==> src/hdl/pcc_pkg.sv <==
// Peak capture package: record and row types, record kind codes, defaults.
// No dependencies; used by every module of the peak capture block.
`default_nettype none

package pcc_pkg;

  localparam int CHANNELS_DEF = 3;
  localparam int KINDS        = 4;
  localparam int DATA_W       = 16;
  localparam int MAG_W        = 15;

  localparam logic [1:0] K_MAX_T = 2'd0;
  localparam logic [1:0] K_MIN_T = 2'd1;
  localparam logic [1:0] K_MAX_W = 2'd2;
  localparam logic [1:0] K_MIN_W = 2'd3;

  typedef struct packed {
    logic [DATA_W-1:0] ten;
    logic [DATA_W-1:0] wnd;
    logic [DATA_W-1:0] tlt;
  } rec_t;

  typedef rec_t [KINDS-1:0] row_t;

endpackage

`default_nettype wire

==> src/hdl/pcc_update.sv <==
// Peak capture record update: next row of one channel from a sample.
// Depends on pcc_pkg.
`default_nettype none

module pcc_update (
  input  pcc_pkg::row_t row,
  input  logic          armed,
  input  logic [15:0]   tension,
  input  logic [15:0]   wind_angle,
  input  logic [15:0]   tilt,
  input  logic          tension_valid,
  input  logic          wind_valid,
  output pcc_pkg::row_t row_next
);
  import pcc_pkg::*;

  rec_t smp;
  row_t base;

  assign smp = '{ten: tension, wnd: wind_angle, tlt: tilt};

  always_comb begin
    base = row;
    if (!armed) begin
      base[K_MAX_T] = tension_valid ? smp : '0;
      base[K_MIN_T] = tension_valid ? smp : '0;
      base[K_MAX_W] = wind_valid ? smp : '0;
      base[K_MIN_W] = wind_valid ? smp : '0;
    end
    row_next = base;
    if (tension_valid) begin
      if (tension > base[K_MAX_T].ten) begin
        row_next[K_MAX_T] = smp;
      end else if (tension < base[K_MIN_T].ten) begin
        row_next[K_MIN_T] = smp;
      end
    end
    if (wind_valid) begin
      if (wind_angle[MAG_W-1:0] > base[K_MAX_W].wnd[MAG_W-1:0]) begin
        row_next[K_MAX_W] = smp;
      end else if (wind_angle[MAG_W-1:0] < base[K_MIN_W].wnd[MAG_W-1:0]) begin
        row_next[K_MIN_W] = smp;
      end
    end
  end

endmodule

`default_nettype wire

==> src/hdl/pcc_report.sv <==
// Peak capture report buffer: holds a snapshot of one row and sends its
// four records as output words. Depends on pcc_pkg.
`default_nettype none

module pcc_report (
  input  logic          clk,
  input  logic          rst,
  input  logic          load,
  input  pcc_pkg::row_t row,
  output logic          free,
  output logic          out_valid,
  input  logic          out_ready,
  output logic [1:0]    record_kind,
  output logic [15:0]   rec_tension,
  output logic [15:0]   rec_wind,
  output logic [15:0]   rec_tilt,
  output logic          last
);
  import pcc_pkg::*;

  logic       busy;
  logic [1:0] kind;
  row_t       snap;

  assign free        = !busy || (out_ready && kind == K_MIN_W);
  assign out_valid   = busy;
  assign record_kind = kind;
  assign rec_tension = snap[kind].ten;
  assign rec_wind    = snap[kind].wnd;
  assign rec_tilt    = snap[kind].tlt;
  assign last        = (kind == K_MIN_W);

  always_ff @(posedge clk) begin
    if (rst) begin
      busy <= 1'b0;
      kind <= K_MAX_T;
    end else if (load) begin
      busy <= 1'b1;
      kind <= K_MAX_T;
    end else if (busy && out_ready) begin
      if (kind == K_MIN_W) begin
        busy <= 1'b0;
      end
      kind <= kind + 2'd1;
    end
  end

  always_ff @(posedge clk) begin
    if (load) begin
      snap <= row;
    end
  end

endmodule

`default_nettype wire

==> src/hdl/peak_capture_with_companions_unit.sv <==
// Peak capture top level: input register, per-channel record store and
// arm flags. Depends on pcc_pkg, pcc_update and pcc_report.
//
// Keeps, per channel, the records of maximum and minimum tension and of
// maximum and minimum wind magnitude, each with its tension, wind and tilt.
// A sample word passes through the input register to a single
// compare-and-update of the channel's row, and a new word is taken every
// cycle while no report waits for the buffer. A report word snapshots the
// row into the report buffer and disarms the channel, so its next sample
// starts fresh records; the four snapshot records then leave one per cycle
// on the output port while out_ready is high, and later samples keep
// flowing. A second report waits only until the buffer hands out the last
// record of the one before. Channels at or above CHANNELS are dropped without effect.
`default_nettype none

module peak_capture_with_companions_unit #(
  parameter int CHANNELS = pcc_pkg::CHANNELS_DEF
) (
  input  logic        clk,
  input  logic        rst,
  input  logic        in_valid,
  output logic        in_ready,
  input  logic        cmd,
  input  logic [1:0]  channel,
  input  logic [15:0] tension,
  input  logic [15:0] wind_angle,
  input  logic [15:0] tilt,
  input  logic        tension_valid,
  input  logic        wind_valid,
  output logic        out_valid,
  input  logic        out_ready,
  output logic [1:0]  record_kind,
  output logic [15:0] rec_tension,
  output logic [15:0] rec_wind,
  output logic [15:0] rec_tilt,
  output logic        last
);
  import pcc_pkg::*;

  localparam int IDX_W = (CHANNELS > 1) ? $clog2(CHANNELS) : 1;

  logic              held;
  logic              cmd_q;
  logic [1:0]        channel_q;
  logic [15:0]       tension_q;
  logic [15:0]       wind_q;
  logic [15:0]       tilt_q;
  logic              tv_q;
  logic              wv_q;

  row_t              rows [CHANNELS];
  logic [CHANNELS-1:0] armed;

  logic [IDX_W-1:0]  idx;
  logic              in_range;
  logic              rpt_free;
  logic              fire;
  logic              upd_en;
  logic              rpt_load;
  row_t              row_cur;
  row_t              row_next;

  assign idx      = IDX_W'(channel_q);
  assign in_range = ({30'd0, channel_q} < 32'(CHANNELS));
  assign row_cur  = rows[idx];
  assign fire     = held && (!cmd_q || !in_range || rpt_free);
  assign upd_en   = fire && !cmd_q && in_range;
  assign rpt_load = fire && cmd_q && in_range;
  assign in_ready = !held || fire;

  always_ff @(posedge clk) begin
    if (rst) begin
      held <= 1'b0;
    end else if (in_ready) begin
      held <= in_valid;
    end
  end

  always_ff @(posedge clk) begin
    if (in_valid && in_ready) begin
      cmd_q     <= cmd;
      channel_q <= channel;
      tension_q <= tension;
      wind_q    <= wind_angle;
      tilt_q    <= tilt;
      tv_q      <= tension_valid;
      wv_q      <= wind_valid;
    end
  end

  pcc_update u_update (
    .row           (row_cur),
    .armed         (armed[idx]),
    .tension       (tension_q),
    .wind_angle    (wind_q),
    .tilt          (tilt_q),
    .tension_valid (tv_q),
    .wind_valid    (wv_q),
    .row_next      (row_next)
  );

  always_ff @(posedge clk) begin
    if (rst) begin
      armed <= '0;
      for (int i = 0; i < CHANNELS; i++) begin
        rows[i] <= '0;
      end
    end else if (upd_en) begin
      armed[idx] <= 1'b1;
      rows[idx]  <= row_next;
    end else if (rpt_load) begin
      armed[idx] <= 1'b0;
    end
  end

  pcc_report u_report (
    .clk         (clk),
    .rst         (rst),
    .load        (rpt_load),
    .row         (row_cur),
    .free        (rpt_free),
    .out_valid   (out_valid),
    .out_ready   (out_ready),
    .record_kind (record_kind),
    .rec_tension (rec_tension),
    .rec_wind    (rec_wind),
    .rec_tilt    (rec_tilt),
    .last        (last)
  );

`ifndef ASSERT_OFF
  a_report_starts: assert property (@(posedge clk) disable iff (rst)
    rpt_load |=> out_valid && record_kind == K_MAX_T)
    else $error("report did not start with the max tension record");

  a_last_on_fourth: assert property (@(posedge clk) disable iff (rst)
    out_valid |-> (last == (record_kind == K_MIN_W)))
    else $error("last flag out of step with record kind");

  a_stall_cause: assert property (@(posedge clk) disable iff (rst)
    !in_ready |-> held && cmd_q && in_range && !rpt_free)
    else $error("input stalled without a blocked report");

  a_sample_arms: assert property (@(posedge clk) disable iff (rst)
    upd_en |=> armed[$past(idx)])
    else $error("sample left its channel disarmed");
`endif

endmodule

`default_nettype wire

==> config.mk <==
export PLATFORM = sky130hd
export DESIGN_NAME = peak_capture_with_companions_unit
export DESIGN_NICKNAME = d
export VERILOG_FILES = /design/src/hdl/pcc_pkg.sv /design/src/hdl/pcc_update.sv /design/src/hdl/pcc_report.sv /design/src/hdl/peak_capture_with_companions_unit.sv
export SDC_FILE = /design/constraint.sdc
export NUM_CORES = 1
export LEC_CHECK = 0
export BUFFER_PORTS_ARGS = -buffer_cell sky130_fd_sc_hd__buf_2
export CORE_AREA = 2 2 278 280
export DETAILED_ROUTE_END_ITERATION = 10
export DIE_AREA = 0 0 280 282
export PLACE_DENSITY_LB_ADDON = 0.05
export SLEW_MARGIN = 20
export SYNTH_ARGS = -nofsm -noshare
export SYNTH_HDL_FRONTEND = slang
export SYNTH_HIERARCHICAL = 1
export SYNTH_SLANG_ARGS = --single-unit
==> constraint.sdc <==
create_clock -name clk -period 19.75 [get_ports clk]
set_input_delay 1.975 -clock clk [delete_from_list [all_inputs] [get_ports clk]]
set_output_delay 1.975 -clock clk [all_outputs]
set_load 0.02 [all_outputs]
After elaboration in Yosys (flattened, before gate mapping)
Memories as Yosys holds them, arrays and structs flattened. A register that Yosys moved wholly into a read port is not among the register bits. Index checks and enable logic that the tools add are counted.

Reduce and logical (&&, ||, !) cells: 23. $add $sub $neg: 1. Bitwise logic cells: 3. Eq/ne operators: 1. Multiplexer cells: 31. $lt $le $gt $ge: 8.

Operator list (count): $mux 48 (9); $mux 192 (2); $mux 96 (2); $reduce_or 192->1 (1); $bmux 48 s2 (1); $gt 16x16->1 (1); $lt 16x16->1 (1); $gt 15x15->1 (1); $lt 15x15->1 (1); $mux 1 (11); $logic_and 1x1->1 (9); $lt 2x3->1 const B (2); $mux 3 (2); $reduce_bool 2->1 (3); $logic_not 1->1 (4); $logic_or 1x1->1 (4); $mux 2 (2); $and 3x3->3 (1); $not 3->3 (1); $or 3x3->3 (1); $add 2x1->2 const B (1); $bmux 1 s2 (1); $demux 1 s2 (1); $eq 2x2->1 const B (1); other kinds (4) (4).

Memories kept: 1. Output and inout bits: 53. Logic and storage cells: 91. Bits in registers: 252. Input bits: 57. RAM bits: 576.

Memory list: rows (words 3, width 192, rd ports 1, clocked after Yosys merged registers in 1, write ports 3, RTL line peak_capture_with_companions_unit.sv:51) `row_t rows [CHANNELS];`.

Logic depth before layout (Yosys ltp)
Gate-level depths: netlist of the first run.

Depth after elaboration: 12. Mapped depth: 18.

Hierarchy
Netlist of the first run, hierarchy kept.

By module, submodules not included: peak_capture_with_companions_unit (sequential area each 24773.8 um^2, area each 33646.0 um^2, cells an instance 1757, times used 1); pcc_report (sequential area each 5825.6 um^2, area each 7120.6 um^2, cells an instance 265, times used 1); pcc_update (sequential area each 0.0 um^2, area each 4305.4 um^2, cells an instance 615, times used 1).

Worst setup path before layout of the first run
OpenSTA, ideal clock, no wires.

Kind: reg-to-reg. Start point: register channel_q[1]. End point: memory rows[1][0] (netlist bit), enable pin. Buffers on the path: 1. Path slack: 4100 ps. Required time: 18726 ps. Arrival: 14626 ps. Cell stages (with the launch flop): 3. Path through: edfxtp_1 clkbuf_1 o31ai_1.

RTL lines: start: declaration (RTL line peak_capture_with_companions_unit.sv:44) `logic [1:0] channel_q;`; start signal: assignment (RTL line peak_capture_with_companions_unit.sv:82) `channel_q <= channel;`; end: declaration (RTL line peak_capture_with_companions_unit.sv:51).

==> flow_summary.json, run 1 <==
{
  "setup_viol": 0,
  "dieWidth_um": 280,
  "crit_slowest_cell": "nor2b_2",
  "cts.repair.resized": 0,
  "n_antenna_cell": 0,
  "avgRoutedWirePerCell_um": 27.5,
  "grt_usage_pct": 28.0,
  "antenna_left": 0,
  "power.leakage_nw": 18.6,
  "avgSynthCellArea_um2": 17.1,
  "cts_buffer_depth": 3,
  "whs_ps": 488,
  "synthFlopType": "edfxtp_1",
  "hold_buffers": 0,
  "arrival_ps": 7070,
  "p_sw_w": 0.00109,
  "worstSetupStartpointType": "flip-flop",
  "viasPerCell": 6.44,
  "areaGrowthSynthToFinish_pct": 11.2,
  "path_cells": "mux2i_1 > o22ai_4 > buf_12 > nor2b_2 > buf_4 > a22oi_1 > ha_1 > o21ai_0 > a41oi_1 > o311ai_0 > a31o_2 > o21a_2 > buf_4 > o22ai_1 > and3_1",
  "synth.top_cell.area_share_pct": 67.5,
  "grt_pass1_vias": 26271,
  "switching_share_pct": 22.7,
  "fillCellCount": 5281,
  "p_int_w": 0.00372,
  "p_seq_share_pct": 53.1,
  "antenna_found_initial": 4,
  "netlist_area_um2": 45100,
  "dieArea_um2": 79000,
  "maxCapViolations": 0,
  "drt_iter0_drc": 2500,
  "yosysMostFrequentCell": "edfxtp_1",
  "rows": 101,
  "port_buffers": 109,
  "outcome": "finished, final reports clean",
  "num_io_pins": 110,
  "relSlewSlack_pct": 22.5,
  "clkLatencyLatePin_ps": 660,
  "grt_pass1_wl_um": 163000,
  "synth-edff-count": 1013,
  "synth_top_cell_by_area": "edfxtp_1",
  "rsz0062_at_grt": "false",
  "hold_viol": 0,
  "max_freq_mhz": 150,
  "drcViolationCount": 0,
  "wirelength_um": 109000,
  "worstMarginPinSlew_ps": 1160,
  "cts_tree": "yes",
  "grt_max_degree": 118,
  "cp_max_fo": 117,
  "holdPathStages": 1,
  "hpwl_um": 56200,
  "slew_viol_final": 0,
  "ys_types": 64,
  "synth_common_cells": "1,013 x edfxtp_1, 387 x and2_1, 240 x mux4_2",
  "fin_nets": 3002,
  "slowest_delay_ps": 890,
  "clockPowerShare_pct": 38.7,
  "ys_seq_area_share_pct": 67.9,
  "yosys_warnings": 6,
  "tns_ps": 0,
  "overflow": 0,
  "clock_sinks": 1022,
  "vdd_drop_max_v": 0.0000849,
  "path_common_cell": "buf_4",
  "cellPowerDensity_nw_per_um2": 96.0,
  "clock-root-buffer": "clkbuf_16",
  "synth-async-reset-ratio_pct": 0,
  "comb_power_share_pct": 8.2,
  "ys_seq_elements": 1022,
  "drive_gt1_share_pct": 19.4,
  "gp_congestion": 0.777,
  "drt-pass1-iter-count": 5,
  "min_path_type": "flip-flop to flip-flop",
  "start_util_pct": 59.5,
  "cts.htree.levels": 3,
  "post-route-period-util_pct": 33.8,
  "die_h_um": 282,
  "syn-instance-count": 2637,
  "core-area_um2": 75700,
  "r2r_cells": 15,
  "fin_crit_ps": 6670,
  "synth.area.top_cells": "edfxtp_1 67%, mux4_2 12%, and2_1 5.4%",
  "end_kind": "flip-flop",
  "crit_required_ps": 20160,
  "clk_pin_slew_worst_paths_ps": 60,
  "fin_worst_skew_ps": 32.4,
  "vias": 25398,
  "cts_buffers": 104,
  "path_class": "flip-flop to flip-flop",
  "post_cts_buffers": 0
}
worst max-delay path: cells and delay by family, from the launching register on:
family	cells	cell delay [ps]
simple gates	2	1120
mux	1	360
flops	1	740
fa+ha+maj	1	330
compound gates	8	2220
buf+inv	3	1510
per-stage QoR:
stage          instance area [µm²]  util, %  setup WS, ps  instances  total power, W
3_5_place_dp                 46900     61.9         13300       3754         0.00299
6_report                     50100     66.2         13080       3943         0.00481
4_1_cts                      50100     66.1         13260       3941         0.00484
2_1_floorplan                45800        -          4100       2828         0.00287
5_1_grt                      50100     66.2         12910       3943         0.00496
3_3_place_gp                 46800     61.9         13490       3753         0.00298
flip-flops by register name, indices dropped and copies added (netlist names), named ones only:
register / flops
wind_q: 16
tension_q: 16
u_report/record_kind: 2
wv_q: 1
u_report/snap: 192
tilt_q: 16
tv_q: 1
channel_q: 2
held: 1
cmd_q: 1
u_report/out_valid: 1
rows: 768
final cells by class:
| class | count | area, µm² | share of cell area (%) |
|---|---|---|---|
| sequential | 1022 | 30600 | 61.1 |
| clock inverter | 54 | 405 | 0.809 |
| clock buffer | 133 | 2780 | 5.54 |
| tap | 978 | 1220 | 2.44 |
| multi-input combinational | 1577 | 14000 | 28.0 |
| timing repair buffer | 156 | 972 | 1.94 |
| inverter | 23 | 88.8 | 0.177 |
power by group through the flow:
stage                     registers, W  logic [W]  clock network (W)
final                          0.00256   0.000392            0.00186
after floorplan                0.00259   0.000282                  0
after global routing           0.00257   0.000423            0.00197
after global placement         0.00260   0.000380                  0
after detailed placement       0.00260   0.000388                  0
after CTS                      0.00256   0.000390            0.00189
final timing paths:
| check | from | to | slack, ps |
|---|---|---|---|
| setup / recovery | channel_q[1]$_DFFE_PP_ | rows[2][60]$_SDFFCE_PN0P_ | 13080 |
| hold / removal | flip-flop | flip-flop | 490 |
| setup reg to reg | channel_q[1]$_DFFE_PP_ | rows[2][60]$_SDFFCE_PN0P_ | 13080 |
| hold reg to reg | flip-flop | flip-flop | 490 |
metal layers:
layer  wire (µm)  global-route usage (%)  part of all wire (%)
met4        1890                    6.02                   1.7
met5          11                       0                 0.010
met2       54400                    47.6                    50
met3        8920                    4.91                   8.2
met1       43300                    38.4                    40
logic make-up (layout without fill, tap and decap cells):
group,count (synthesis),after routing,synth area share (%)
compound gates,310,310,5.23
mux,258,258,12.4
fa+ha+maj,61,61,1.69
flops,1022,1022,67.9
other cells,1,192,0.00832
simple gates,756,756,9.95
buf+inv,229,366,2.83
placed cells by master, fill, tap and decap left out, types with 27 or more instances in the layout:
| cell | instances |
|---|---|
| edfxtp_1 | 1013 |
| and2_1 | 384 |
| mux4_2 | 240 |
| and3_1 | 194 |
| conb_1 | 192 |
| buf_2 | 109 |
| clkbuf_16 | 107 |
| nand2_1 | 79 |
| a21oi_1 | 66 |
| a32o_1 | 66 |
| ha_1 | 61 |
| a22oi_1 | 58 |
| buf_4 | 41 |
| nor2_1 | 38 |
| a22o_1 | 34 |
| o22ai_1 | 33 |
| clkinv_1 | 27 |
Note: power is estimated with default switching activity, not from simulation.
==> run 2: changes to the inputs <==
==> constraint.sdc (replaced) <==
create_clock -name clk -period 6.7 [get_ports clk]
set_input_delay 0.67 -clock clk [delete_from_list [all_inputs] [get_ports clk]]
set_output_delay 0.67 -clock clk [all_outputs]
set_load 0.02 [all_outputs]
==> run 2 against run 1 <==
  * Register-to-register slack worse by 12000 ps
  * Clock skew about the same
  * Clock power rose to 3.1 times the previous value
  * Combinational power rose to 3.0 times the previous value
  * Cell count up 0.68%
  * Fmax up 16%
  * Largest cell class unchanged
  * Highest routed layer is now met4
  * First-iteration DRC count up 20%
==> flow_summary.json, run 2 (synthesis results as in run 1) <==
{
  "crit_path_start": "channel_q[1]$_DFFE_PP_",
  "largestRegisters": "rows (768), u_report/snap (192)",
  "cts_buffer_depth": 3,
  "slew_viol_final": 0,
  "fin_ws_ps": 939,
  "seq_area_um2": 30600,
  "grt_max_degree": 135,
  "total_power_w": 0.0144,
  "drive_gt1_share_pct": 20.5,
  "arrival_ps": 6280,
  "wirelength_um": 110000,
  "rows": 101,
  "worstSetupStartpointType": "flip-flop",
  "clock_sinks": 1022,
  "grt_usage_pct": 28.3,
  "clkLatencyLatePin_ps": 670,
  "vdd_drop_max_v": 0.000204,
  "die_h_um": 282,
  "antenna_found_initial": 1,
  "post-place-ws_ps": 1100,
  "path_class": "flip-flop to flip-flop",
  "port_buffers": 109,
  "relSlewSlack_pct": 22.6,
  "final_common_cell": "edfxtp_1",
  "end_kind": "flip-flop",
  "fin_crit_ps": 5760,
  "hold_buffers": 0,
  "dieArea_um2": 79000,
  "r2r_slack_ps": 940,
  "max_freq_mhz": 174,
  "final_cell_mix": "1,013 x edfxtp_1, 384 x and2_1, 240 x mux4_2",
  "place_area_um2": 47100,
  "clock-root-buffer": "clkbuf_16",
  "outcome": "finished, final reports clean",
  "vias": 25567,
  "design_area_um2": 50500,
  "gp_congestion": 0.789,
  "clk_pin_slew_worst_paths_ps": 60,
  "rsz0062_at_grt": "false",
  "avgRoutedWirePerCell_um": 27.7,
  "drt_iter0_drc": 3007,
  "cellPowerDensity_nw_per_um2": 286,
  "antenna_left": 0,
  "cp_max_fo": 26,
  "cts.repair.resized": 0,
  "start_util_pct": 59.5,
  "overflow": 0,
  "viasPerCell": 6.44,
  "crit_required_ps": 7210,
  "cts_tree": "yes",
  "r2r-start": "channel_q[1]$_DFFE_PP_",
  "setup_viol": 0,
  "num_io_pins": 110,
  "grt_pass1_wl_um": 164000,
  "areaGrowthSynthToFinish_pct": 12.0,
  "fillCellCount": 5237,
  "hold_viol": 0,
  "fin_nets": 3019,
  "power.leakage_nw": 18.8,
  "grt_pass1_vias": 26017,
  "cts_buffers": 106,
  "drcViolationCount": 0,
  "cts.htree.levels": 3,
  "n_antenna_cell": 0,
  "core-area_um2": 75700,
  "dieWidth_um": 280,
  "regMostFlops": "rows",
  "multiInputGateArea_um2": 14000,
  "maxCapViolations": 0,
  "post_cts_buffers": 0,
  "hpwl_um": 59200,
  "hp-start": "wind_angle[9]",
  "worstMarginPinSlew_ps": 1160,
  "drt-pass1-iter-count": 6,
  "post-route-period-util_pct": 86.0,
  "min_path_type": "input pin to flip-flop",
  "largest_reg_flops": 768,
  "tns_ps": 0,
  "fin_worst_skew_ps": 32.4
}
## run 2: worst max-delay path: stages (launching register included)
cell and delay [ps]:
edfxtp_1 710, mux2i_1 350, o22ai_4 150, nor2_2 540, buf_4 340, a22oi_1 130, ha_1 330, and3_1 170
nand4_1 150, o21bai_1 230, a31oi_2 750, or2_2 760, buf_4 510, a32o_1 300, and3_1 170
## run 2: stage by stage
stage                     util [%]  instances  hold WS [ps]
after floorplan                  -       2828           456
after global placement        62.2       3771           471
after detailed placement      62.2       3771           476
after CTS                     66.7       3970           152
after global routing          66.7       3970           166
final                         66.7       3970           179
## run 2: cell type report
class	instances	area share, %
clock inverter	67	0.984
sequential	1022	60.6
inverter	23	0.176
multi-input combinational	1577	27.8
tap	978	2.42
timing repair buffer	171	2.28
clock buffer	132	5.74
## run 2: routing by layer
| layer | global-route usage (%) | routed length [µm] |
|---|---|---|
| met4 | 8.04 | 2680 |
| met5 | 0 | 0 |
| met1 | 39.4 | 43700 |
| met3 | 4.99 | 9690 |
| met2 | 46.6 | 53900 |
## run 2: worst paths after layout
check,endpoint,cells after the start
max,rows[2][152]$_SDFFCE_PN0P_,14
min,wind_q[9]$_DFFE_PP_,1
max reg2reg,rows[2][152]$_SDFFCE_PN0P_,14
min reg2reg,flip-flop,1
## run 2: report_power, final
| group | total (W) | internal [W] | switching (W) | leakage, nW |
|---|---|---|---|---|
| logic | 0.00119 | 0.000446 | 0.000745 | 6.90 |
| clock network | 0.00573 | 0.00332 | 0.00241 | 1.68 |
| registers | 0.00753 | 0.00739 | 0.000135 | 10.3 |
